==> config.mk <==
export PLATFORM = sky130hd
export DESIGN_NAME = yaw_pid_differential_thrust
export DESIGN_NICKNAME = d
export VERILOG_FILES = /design/src/rtl/ypdt_pkg.sv /design/src/rtl/ypdt_divider.sv /design/src/rtl/yaw_pid_differential_thrust.sv
export SDC_FILE = /design/constraint.sdc
export NUM_CORES = 2
export LEC_CHECK = 0
export ABC_CLOCK_PERIOD_IN_PS = 12300
export BUFFER_PORTS_ARGS = -buffer_cell sky130_fd_sc_hd__clkbuf_2
export CORE_MARGIN = 5
export CORE_UTILIZATION = 49
export CTS_CLUSTER_SIZE = 24
export DETAILED_ROUTE_END_ITERATION = 6
export PLACE_DENSITY = 0.75
export SLEW_MARGIN = 20
export SYNTH_ARGS = -nofsm -noshare
export SYNTH_HDL_FRONTEND = slang
export SYNTH_SLANG_ARGS = --single-unit
==> constraint.sdc <==
create_clock -name clk -period 12.3 [get_ports clk]
set_clock_uncertainty 0.2 [all_clocks]
set_input_delay 2.46 -clock clk [delete_from_list [all_inputs] [get_ports clk]]
set_output_delay 2.46 -clock clk [all_outputs]
set_load 0.03 [all_outputs]
==> src/rtl/ypdt_pkg.sv <==
package ypdt_pkg;

  // Field widths.
  localparam int ANGLE_W = 17;
  localparam int SPEED_W = 16;
  localparam int DT_W    = 20;
  localparam int GAIN_W  = 24;
  localparam int LIMIT_W = 30;
  localparam int DRIVE_W = 16;
  localparam int DATA_W  = 32;
  localparam int ADDR_W  = 4;

  // Internal widths.
  localparam int WRAP_W  = ANGLE_W + 1;    // raw heading difference
  localparam int ERR_W   = 16;             // wrapped error, +-23040
  localparam int INTEG_W = 32;             // integrator state
  localparam int ACC_W   = 38;             // integrator plus err*dt before clamping
  localparam int DT_FRAC = 16;             // fraction bits of the time step
  localparam int QUO_W   = ERR_W + DT_FRAC;
  localparam int CNT_W   = $clog2(QUO_W);
  localparam int DERIV_W = QUO_W + 1;
  localparam int PROD_W  = GAIN_W + DERIV_W;
  localparam int SUM_W   = PROD_W + 1;
  localparam int GAIN_FRAC = 16;
  localparam int STEER_SHIFT = 9;

  localparam logic signed [WRAP_W-1:0]  HALF_TURN  = 23040;
  localparam logic signed [WRAP_W-1:0]  FULL_TURN  = 46080;
  localparam logic signed [WRAP_W-1:0]  ERROR_IDLE = 640;
  localparam logic signed [SUM_W-1:0]   STEER_MAX  = 9830;
  localparam logic signed [SPEED_W:0]   DRIVE_MAX  = 16384;
  localparam logic signed [SPEED_W-1:0] SPEED_IDLE = 820;

  localparam logic signed [GAIN_W-1:0]  GAIN_P_RST = 52429;
  localparam logic signed [GAIN_W-1:0]  GAIN_I_RST = 3277;
  localparam logic signed [GAIN_W-1:0]  GAIN_D_RST = 13107;
  localparam logic [LIMIT_W-1:0]        LIMIT_RST  = 2516582;

  typedef enum logic [1:0] {
    REG_GAIN_P,
    REG_GAIN_I,
    REG_GAIN_D,
    REG_LIMIT
  } reg_idx_t;

  typedef struct packed {
    logic              start;
    logic              neg;
    logic [QUO_W-1:0]  dividend;
    logic [DT_W-1:0]   divisor;
  } div_req_t;

  typedef struct packed {
    logic                      done;
    logic signed [DERIV_W-1:0] quotient;
  } div_rsp_t;

endpackage

==> src/rtl/ypdt_divider.sv <==
module ypdt_divider (
  input  logic               clk,
  input  logic               rst_n,
  input  ypdt_pkg::div_req_t req,
  output ypdt_pkg::div_rsp_t rsp
);
  import ypdt_pkg::*;

  logic              busy_r;
  logic              done_r;
  logic              neg_r;
  logic [CNT_W-1:0]  cnt_r;
  logic [QUO_W-1:0]  quo_r;
  logic [DT_W-1:0]   rem_r;
  logic [DT_W-1:0]   dsor_r;
  logic [DT_W+1:0]   trial;
  logic              fits;
  logic signed [DERIV_W-1:0] quo_ext;

  // Restoring division: the dividend shifts out of the top of quo_r while
  // quotient bits shift in at the bottom, one bit per cycle.
  assign trial   = {1'b0, rem_r, quo_r[QUO_W-1]} - {2'b00, dsor_r};
  assign fits    = ~trial[DT_W+1];
  assign quo_ext = $signed({1'b0, quo_r});

  assign rsp.done     = done_r;
  assign rsp.quotient = neg_r ? -quo_ext : quo_ext;

  always_ff @(posedge clk) begin
    if (!rst_n) begin
      busy_r <= 1'b0;
      done_r <= 1'b0;
      cnt_r  <= '0;
    end else if (req.start) begin
      busy_r <= 1'b1;
      done_r <= 1'b0;
      cnt_r  <= CNT_W'(QUO_W - 1);
      neg_r  <= req.neg;
      quo_r  <= req.dividend;
      dsor_r <= req.divisor;
      rem_r  <= '0;
    end else if (busy_r) begin
      rem_r <= fits ? trial[DT_W-1:0] : {rem_r[DT_W-2:0], quo_r[QUO_W-1]};
      quo_r <= {quo_r[QUO_W-2:0], fits};
      cnt_r <= cnt_r - 1'b1;
      if (cnt_r == '0) begin
        busy_r <= 1'b0;
        done_r <= 1'b1;
      end
    end
  end

endmodule

==> src/rtl/yaw_pid_differential_thrust.sv <==
// Yaw heading PID controller with differential thrust output.
// Input channel (in_valid / in_stall): current heading, target heading,
// forward speed and time step. One transfer on the input gives exactly one
// transfer on the output channel (out_valid / out_stall) carrying the left
// and right drive commands.
// Gains and the integrator bound are written over the APB-style port; the
// user must write them only while the block is idle, which the block does
// not enforce itself. Writing any gain clears the integrator.
// The block works on one item at a time and holds in_stall high meanwhile.
// An item passes through the heading wrap (more corrections for headings
// beyond a full turn), the restoring divider that forms the derivative
// term, and the one shared multiplier that forms err*dt and the three gain
// products; in_stall falls as the result is loaded into the output register.
// A zero time step skips all of that and gives zero drives from the output state.
// The output register frees the input side: a new item is taken while the
// previous result still waits. When the receiver stalls with a result
// already waiting, the next result is held inside until that one transfers.
// Reset restores the default gains and bound and clears the integrator,
// the stored previous error and the output valid flag.
module yaw_pid_differential_thrust (
  input  logic                                     clk,
  input  logic                                     rst_n,
  input  logic                                     in_valid,
  output logic                                     in_stall,
  input  logic signed [ypdt_pkg::ANGLE_W-1:0]      in_heading_now,
  input  logic signed [ypdt_pkg::ANGLE_W-1:0]      in_heading_goal,
  input  logic signed [ypdt_pkg::SPEED_W-1:0]      in_forward_speed,
  input  logic        [ypdt_pkg::DT_W-1:0]         in_time_step,
  output logic                                     out_valid,
  input  logic                                     out_stall,
  output logic signed [ypdt_pkg::DRIVE_W-1:0]      out_left_drive,
  output logic signed [ypdt_pkg::DRIVE_W-1:0]      out_right_drive,
  input  logic                                     psel,
  input  logic                                     penable,
  input  logic                                     pwrite,
  input  logic        [ypdt_pkg::ADDR_W-1:0]       paddr,
  input  logic        [ypdt_pkg::DATA_W-1:0]       pwdata,
  output logic        [ypdt_pkg::DATA_W-1:0]       prdata,
  output logic                                     pready
);
  import ypdt_pkg::*;

  typedef enum logic [3:0] {
    S_IDLE,
    S_WRAP,
    S_MUL_INT,
    S_ACC_INT,
    S_MUL_KI,
    S_ACC_KI,
    S_WAIT_DIV,
    S_MUL_KD,
    S_ACC_KD,
    S_OUT
  } state_t;

  state_t state_r;

  logic signed [GAIN_W-1:0]  gain_p_r, gain_i_r, gain_d_r;
  logic        [LIMIT_W-1:0] limit_r;
  logic signed [INTEG_W-1:0] integ_r;
  logic signed [ERR_W-1:0]   prev_err_r;

  logic signed [WRAP_W-1:0]  err_r;
  logic signed [SPEED_W-1:0] speed_r;
  logic        [DT_W-1:0]    dt_r;
  logic                      zero_r;
  logic signed [PROD_W-1:0]  mul_p_r;
  logic signed [SUM_W-1:0]   sum_r;

  logic                      out_valid_r;
  logic signed [DRIVE_W-1:0] out_left_r, out_right_r;

  // Configuration port.
  logic     cfg_wr;
  reg_idx_t cfg_idx;

  assign pready  = 1'b1;
  assign cfg_wr  = psel & penable & pwrite;
  assign cfg_idx = reg_idx_t'(paddr[ADDR_W-1:2]);

  always_comb begin
    unique case (cfg_idx)
      REG_GAIN_P: prdata = DATA_W'(gain_p_r);
      REG_GAIN_I: prdata = DATA_W'(gain_i_r);
      REG_GAIN_D: prdata = DATA_W'(gain_d_r);
      REG_LIMIT:  prdata = DATA_W'(limit_r);
      default:    prdata = '0;
    endcase
  end

  // Shared multiplier with a registered product.
  logic signed [GAIN_W-1:0]  mul_a;
  logic signed [DERIV_W-1:0] mul_b;
  logic signed [PROD_W-1:0]  mul_full;
  div_rsp_t                  div_rsp;

  always_comb begin
    unique case (state_r)
      S_MUL_INT: begin
        mul_a = GAIN_W'(err_r);
        mul_b = $signed(DERIV_W'(dt_r));
      end
      S_ACC_INT: begin
        mul_a = gain_p_r;
        mul_b = DERIV_W'(err_r);
      end
      S_MUL_KI: begin
        mul_a = gain_i_r;
        mul_b = DERIV_W'(integ_r);
      end
      default: begin
        mul_a = gain_d_r;
        mul_b = div_rsp.quotient;
      end
    endcase
  end

  assign mul_full = mul_a * mul_b;

  // Integrator update with anti-windup clamp.
  logic signed [ACC_W-1:0]   integ_acc, lim_pos, lim_neg, integ_clamped;

  assign integ_acc = ACC_W'(integ_r) + mul_p_r[ACC_W-1:0];
  assign lim_pos   = $signed(ACC_W'(limit_r));
  assign lim_neg   = -lim_pos;

  always_comb begin
    priority if (integ_acc > lim_pos) integ_clamped = lim_pos;
    else if (integ_acc < lim_neg)     integ_clamped = lim_neg;
    else                              integ_clamped = integ_acc;
  end

  // Derivative divider request: |err - prev| * 2^16 / dt.
  logic signed [ERR_W:0] err_diff;
  logic        [ERR_W:0] diff_mag;
  div_req_t              div_req;

  assign err_diff = (ERR_W+1)'(err_r) - (ERR_W+1)'(prev_err_r);
  assign diff_mag = err_diff[ERR_W] ? -err_diff : err_diff;

  assign div_req.start    = (state_r == S_ACC_INT);
  assign div_req.neg      = err_diff[ERR_W];
  assign div_req.dividend = {diff_mag[ERR_W-1:0], {DT_FRAC{1'b0}}};
  assign div_req.divisor  = dt_r;

  ypdt_divider u_divider (
    .clk   (clk),
    .rst_n (rst_n),
    .req   (div_req),
    .rsp   (div_rsp)
  );

  // Integral term rounded toward zero.
  logic signed [PROD_W-1:0] ki_bias;
  logic signed [PROD_W-1:0] ki_term;

  assign ki_bias = mul_p_r + (mul_p_r[PROD_W-1] ? PROD_W'((1 << GAIN_FRAC) - 1) : '0);
  assign ki_term = ki_bias >>> GAIN_FRAC;

  // Steering and drive outputs.
  logic signed [SUM_W-1:0]   sum_bias, steer_raw, steer_cl;
  logic signed [SPEED_W-1:0] steer;
  logic signed [SPEED_W:0]   left_sum, right_sum, left_cl, right_cl;
  logic                      dead_zone;

  assign sum_bias  = sum_r + (sum_r[SUM_W-1] ? SUM_W'((1 << STEER_SHIFT) - 1) : '0);
  assign steer_raw = sum_bias >>> STEER_SHIFT;

  always_comb begin
    priority if (steer_raw > STEER_MAX) steer_cl = STEER_MAX;
    else if (steer_raw < -STEER_MAX)    steer_cl = -STEER_MAX;
    else                                steer_cl = steer_raw;
  end

  assign steer     = SPEED_W'(steer_cl);
  assign left_sum  = (SPEED_W+1)'(speed_r) + (SPEED_W+1)'(steer);
  assign right_sum = (SPEED_W+1)'(speed_r) - (SPEED_W+1)'(steer);

  always_comb begin
    priority if (left_sum > DRIVE_MAX) left_cl = DRIVE_MAX;
    else if (left_sum < -DRIVE_MAX)    left_cl = -DRIVE_MAX;
    else                               left_cl = left_sum;
    priority if (right_sum > DRIVE_MAX) right_cl = DRIVE_MAX;
    else if (right_sum < -DRIVE_MAX)    right_cl = -DRIVE_MAX;
    else                                right_cl = right_sum;
  end

  assign dead_zone = (speed_r < SPEED_IDLE) && (err_r < ERROR_IDLE) && (err_r > -ERROR_IDLE);

  assign in_stall        = (state_r != S_IDLE);
  assign out_valid       = out_valid_r;
  assign out_left_drive  = out_left_r;
  assign out_right_drive = out_right_r;

  always_ff @(posedge clk) begin
    if (!rst_n) begin
      state_r     <= S_IDLE;
      out_valid_r <= 1'b0;
      gain_p_r    <= GAIN_P_RST;
      gain_i_r    <= GAIN_I_RST;
      gain_d_r    <= GAIN_D_RST;
      limit_r     <= LIMIT_RST;
      integ_r     <= '0;
      prev_err_r  <= '0;
      zero_r      <= 1'b0;
    end else begin
      if (out_valid_r && !out_stall) begin
        out_valid_r <= 1'b0;
      end

      unique case (state_r)
        S_IDLE: begin
          if (in_valid) begin
            err_r   <= WRAP_W'(in_heading_goal) - WRAP_W'(in_heading_now);
            speed_r <= in_forward_speed;
            dt_r    <= in_time_step;
            zero_r  <= (in_time_step == '0);
            state_r <= (in_time_step == '0) ? S_OUT : S_WRAP;
          end
        end
        S_WRAP: begin
          priority if (err_r > HALF_TURN) begin
            err_r <= err_r - FULL_TURN;
          end else if (err_r < -HALF_TURN) begin
            err_r <= err_r + FULL_TURN;
          end else begin
            state_r <= S_MUL_INT;
          end
        end
        S_MUL_INT: begin
          mul_p_r <= mul_full;
          state_r <= S_ACC_INT;
        end
        S_ACC_INT: begin
          // The divider starts in this cycle from the old previous error.
          integ_r    <= INTEG_W'(integ_clamped);
          prev_err_r <= ERR_W'(err_r);
          mul_p_r    <= mul_full;
          state_r    <= S_MUL_KI;
        end
        S_MUL_KI: begin
          sum_r   <= SUM_W'(mul_p_r);
          mul_p_r <= mul_full;
          state_r <= S_ACC_KI;
        end
        S_ACC_KI: begin
          sum_r   <= sum_r + SUM_W'(ki_term);
          state_r <= S_WAIT_DIV;
        end
        S_WAIT_DIV: begin
          if (div_rsp.done) begin
            state_r <= S_MUL_KD;
          end
        end
        S_MUL_KD: begin
          mul_p_r <= mul_full;
          state_r <= S_ACC_KD;
        end
        S_ACC_KD: begin
          sum_r   <= sum_r + SUM_W'(mul_p_r);
          state_r <= S_OUT;
        end
        S_OUT: begin
          if (!out_valid_r || !out_stall) begin
            out_valid_r <= 1'b1;
            if (zero_r || dead_zone) begin
              out_left_r  <= '0;
              out_right_r <= '0;
            end else begin
              out_left_r  <= DRIVE_W'(left_cl);
              out_right_r <= DRIVE_W'(right_cl);
            end
            state_r <= S_IDLE;
          end
        end
        default: state_r <= S_IDLE;
      endcase

      if (cfg_wr) begin
        unique case (cfg_idx)
          REG_GAIN_P: begin
            gain_p_r <= pwdata[GAIN_W-1:0];
            integ_r  <= '0;
          end
          REG_GAIN_I: begin
            gain_i_r <= pwdata[GAIN_W-1:0];
            integ_r  <= '0;
          end
          REG_GAIN_D: begin
            gain_d_r <= pwdata[GAIN_W-1:0];
            integ_r  <= '0;
          end
          REG_LIMIT: limit_r <= pwdata[LIMIT_W-1:0];
          default: ;
        endcase
      end
    end
  end

endmodule

==> metrics.cfg <==
[status]
outcome=finished clean

[routing]
dr_total_vias=52920
wl_um=198600
avgViaCountPerCell=5.992
route.detailed.drc=0
ant_nets=0
wl_per_cell_um=22.49
dr.first_iter.drc_count=5218
dr.pass1.iters=6

[timing]
post-route-period-util_pct=90.20
layout_min_cycle_time_ns=11.09
tightest_slew_ns=1.279
fin_tns_setup_ns=0
rsz0062_at_grt=no
maxSlewViolCount=0
slew_headroom_pct=14.76
clock.fmax_ghz=0.09014
worst_slack_ns=1.206
timing.final.hold_violations=0
finalSetupViolCount=0

[logic_synthesis]
synth_xor_area_share_pct=5.016
synthAdderAreaFrac_pct=35.11
syn_area_per_cell_um2=8.655
synth_seq_cells=437
synthSimpleGateAreaFrac_pct=16.84
syn-num-nets=8502
yosysWarnings=0
yosys-mux-area-fraction_pct=2.453
synth_area_um2=61810
synth_ff_type=edfxtp_1
async_flop_share_pct=0
synth_edf_count=274
synth_top_family_by_area=adder cells
synthCells=7142
synth_compound_area_share_pct=13.36
ys_seq_area_share_pct=18.59
synth.distinct_cells=103

[clock_network]
clk_pin_slew_ns=0.06
cts_tree=built
holdBufCountCts=0
cts_buffers=50
postCtsSetupRepairBufs=0
h-tree-depth=2
cts.sinks=437
ctsResizeCount=0
clk_path_buf_depth=3
clock_latency_ns=0.67
cts_root_buffer=clkbuf_16

[floorplan]
die_x_um=365.2
ios=180
start_util_pct=49.23
dieArea_um2=133400
die_h_um=365.2
num_rows=130
coreArea_um2=125600

[placement]
portBuffers=174
place_area_um2=64610
place_ws_ns=1.395
dp_hpwl_um=155000
gp_congestion=0.9706

[worst_setup_path]
crit_type=reg2reg
crit_buf_inv=5
worstPathArrival_ns=11.25
cp_slowest_cell=o21a_1
crit_path_frequent_cell=fa_1
cpPeakStageDelay_ns=0.78
critPathCaptureType=flip-flop
cp-start-kind=flip-flop
path_max_fanout=12
cp_top_family=adder cells
cp_data_required_time_ns=12.46

[cells_and_area]
multi_input_area_um2=45440
seqCellArea_um2=11490
design_area_um2=66360
syn_to_final_growth_pct=7.354
filler_cell_count=11330
drive_gt1_share_pct=7.547
fin_nets=8486

[global_route]
gr-total-overflow=0
grt_pass1_wl_um=308200
grt_usage_pct=29.79
antenna_found_initial=12
grt_pass1_vias=53730
grt_max_degree=99

[job]
drv_cap=0

[worst_hold_path]
worstHoldPathType=reg2reg

registers in the layout, indices dropped and copies added, names as in the netlist, 24 cells and up:
register         count
mul_p_r             57
gain_p_r            24
gain_d_r            24
integ_r             32
sum_r               58
u_divider.quo_r     32
limit_r             30
gain_i_r            24
placed cells by master (no fill, tap or decap), drive strengths merged, types with 93 or more instances in the layout:
cell,netlist,final
a21boi,103,103
a21o,116,116
a21oi,274,274
buf,45,104
clkbuf,300,227
dfxtp,163,163
edfxtp,274,274
fa,813,813
ha,434,434
inv,1061,1069
mux2i,93,93
nand2,939,939
nand3,171,171
nor2,672,672
nor3,106,106
o21ai,283,283
xnor2,212,212
xor2,142,142
metal layers:
metal	global-route usage, %	vias to the layer above	routed length, µm
met5	0	-	23
met4	15.10	4	12160
met3	7.654	686	21720
met2	47.59	2804	88710
met1	37.62	25850	76000
li1	-	23580	-
through the flow:
stage                     instances  utilization [%]  hold slack (ns)
final                          8832            52.85           0.2566
after global routing           8818            52.82           0.2705
after CTS                      8817            52.78           0.2584
after detailed placement       8723            51.45           0.2389
after global placement         8723            51.43           0.2489
after floorplan                7142                -           0.2257
path summary, 6_finish.rpt:
path                                                  startpoint                             end  slack, ns  cells past startpoint
worst min register to register                dt_r[19]$_DFFE_PP_  u_divider.dsor_r[19]$_DFFE_PP_       0.26                      0
worst min-delay path                          dt_r[19]$_DFFE_PP_  u_divider.dsor_r[19]$_DFFE_PP_       0.26                      0
worst max register to register  u_divider.quo_r[3]$_SDFFCE_PN0P_           mul_p_r[56]$_DFFE_PP_       1.21                     31
worst max-delay path            u_divider.quo_r[3]$_SDFFCE_PN0P_           mul_p_r[56]$_DFFE_PP_       1.21                     31
Yosys cell counts (all sizes together), types with 11 or more instances:
cell type / number / area share, %
o21ai: 283 / 2.3
nand3: 171 / 1.4
a221o: 13 / 0.21
a221oi: 26 / 0.37
inv: 1061 / 6.4
a2111oi: 11 / 0.18
and3: 37 / 0.37
fa: 813 / 26
a22oi: 15 / 0.18
ha: 434 / 8.8
o221a: 16 / 0.29
xnor2: 212 / 3.0
o221ai: 21 / 0.30
a21boi: 103 / 1.3
nor4: 42 / 0.43
a211oi: 42 / 0.51
o31ai: 31 / 0.38
buf: 45 / 0.35
nand4: 80 / 0.83
nor3: 106 / 0.86
a21oi: 274 / 2.2
edfxtp: 274 / 13
clkbuf: 300 / 1.8
a31oi: 37 / 0.37
nor2: 672 / 4.1
mux2i: 93 / 1.5
nand2b: 58 / 0.59
nand2: 939 / 5.7
dfxtp: 163 / 5.3
and4: 14 / 0.20
or3: 48 / 0.49
o22ai: 18 / 0.19
nor2b: 53 / 0.54
or2: 25 / 0.25
nor3b: 11 / 0.13
mux4: 23 / 0.84
xor2: 142 / 2.0
and2: 33 / 0.33
a21o: 116 / 1.4
o21bai: 38 / 0.46
or4: 18 / 0.24
o211ai: 33 / 0.40
o21a: 59 / 0.72
final cells by class:
type	count	area share, %
sequential	437	17.32
tap	1650	3.111
antenna	14	0.05279
clock buffer	54	1.955
multi-input combinational	5297	68.48
clock inverter	40	0.5581
timing repair buffer	277	2.511
inverter	1063	6.015
cells by family (layout without fill, tap and decap cells):
logic type | after synthesis | in the layout
simple gates | 2330 | 2330
buf+inv | 1408 | 1434
fa+ha+maj | 1247 | 1247
compound gates | 1243 | 1243
flops | 437 | 437
xor+xnor | 354 | 354
mux | 122 | 122
other cells | 1 | 15
Power is left out: the tool's default activity adds up to more than one toggle a clock period on the data nets, which glitch-free logic cannot reach.
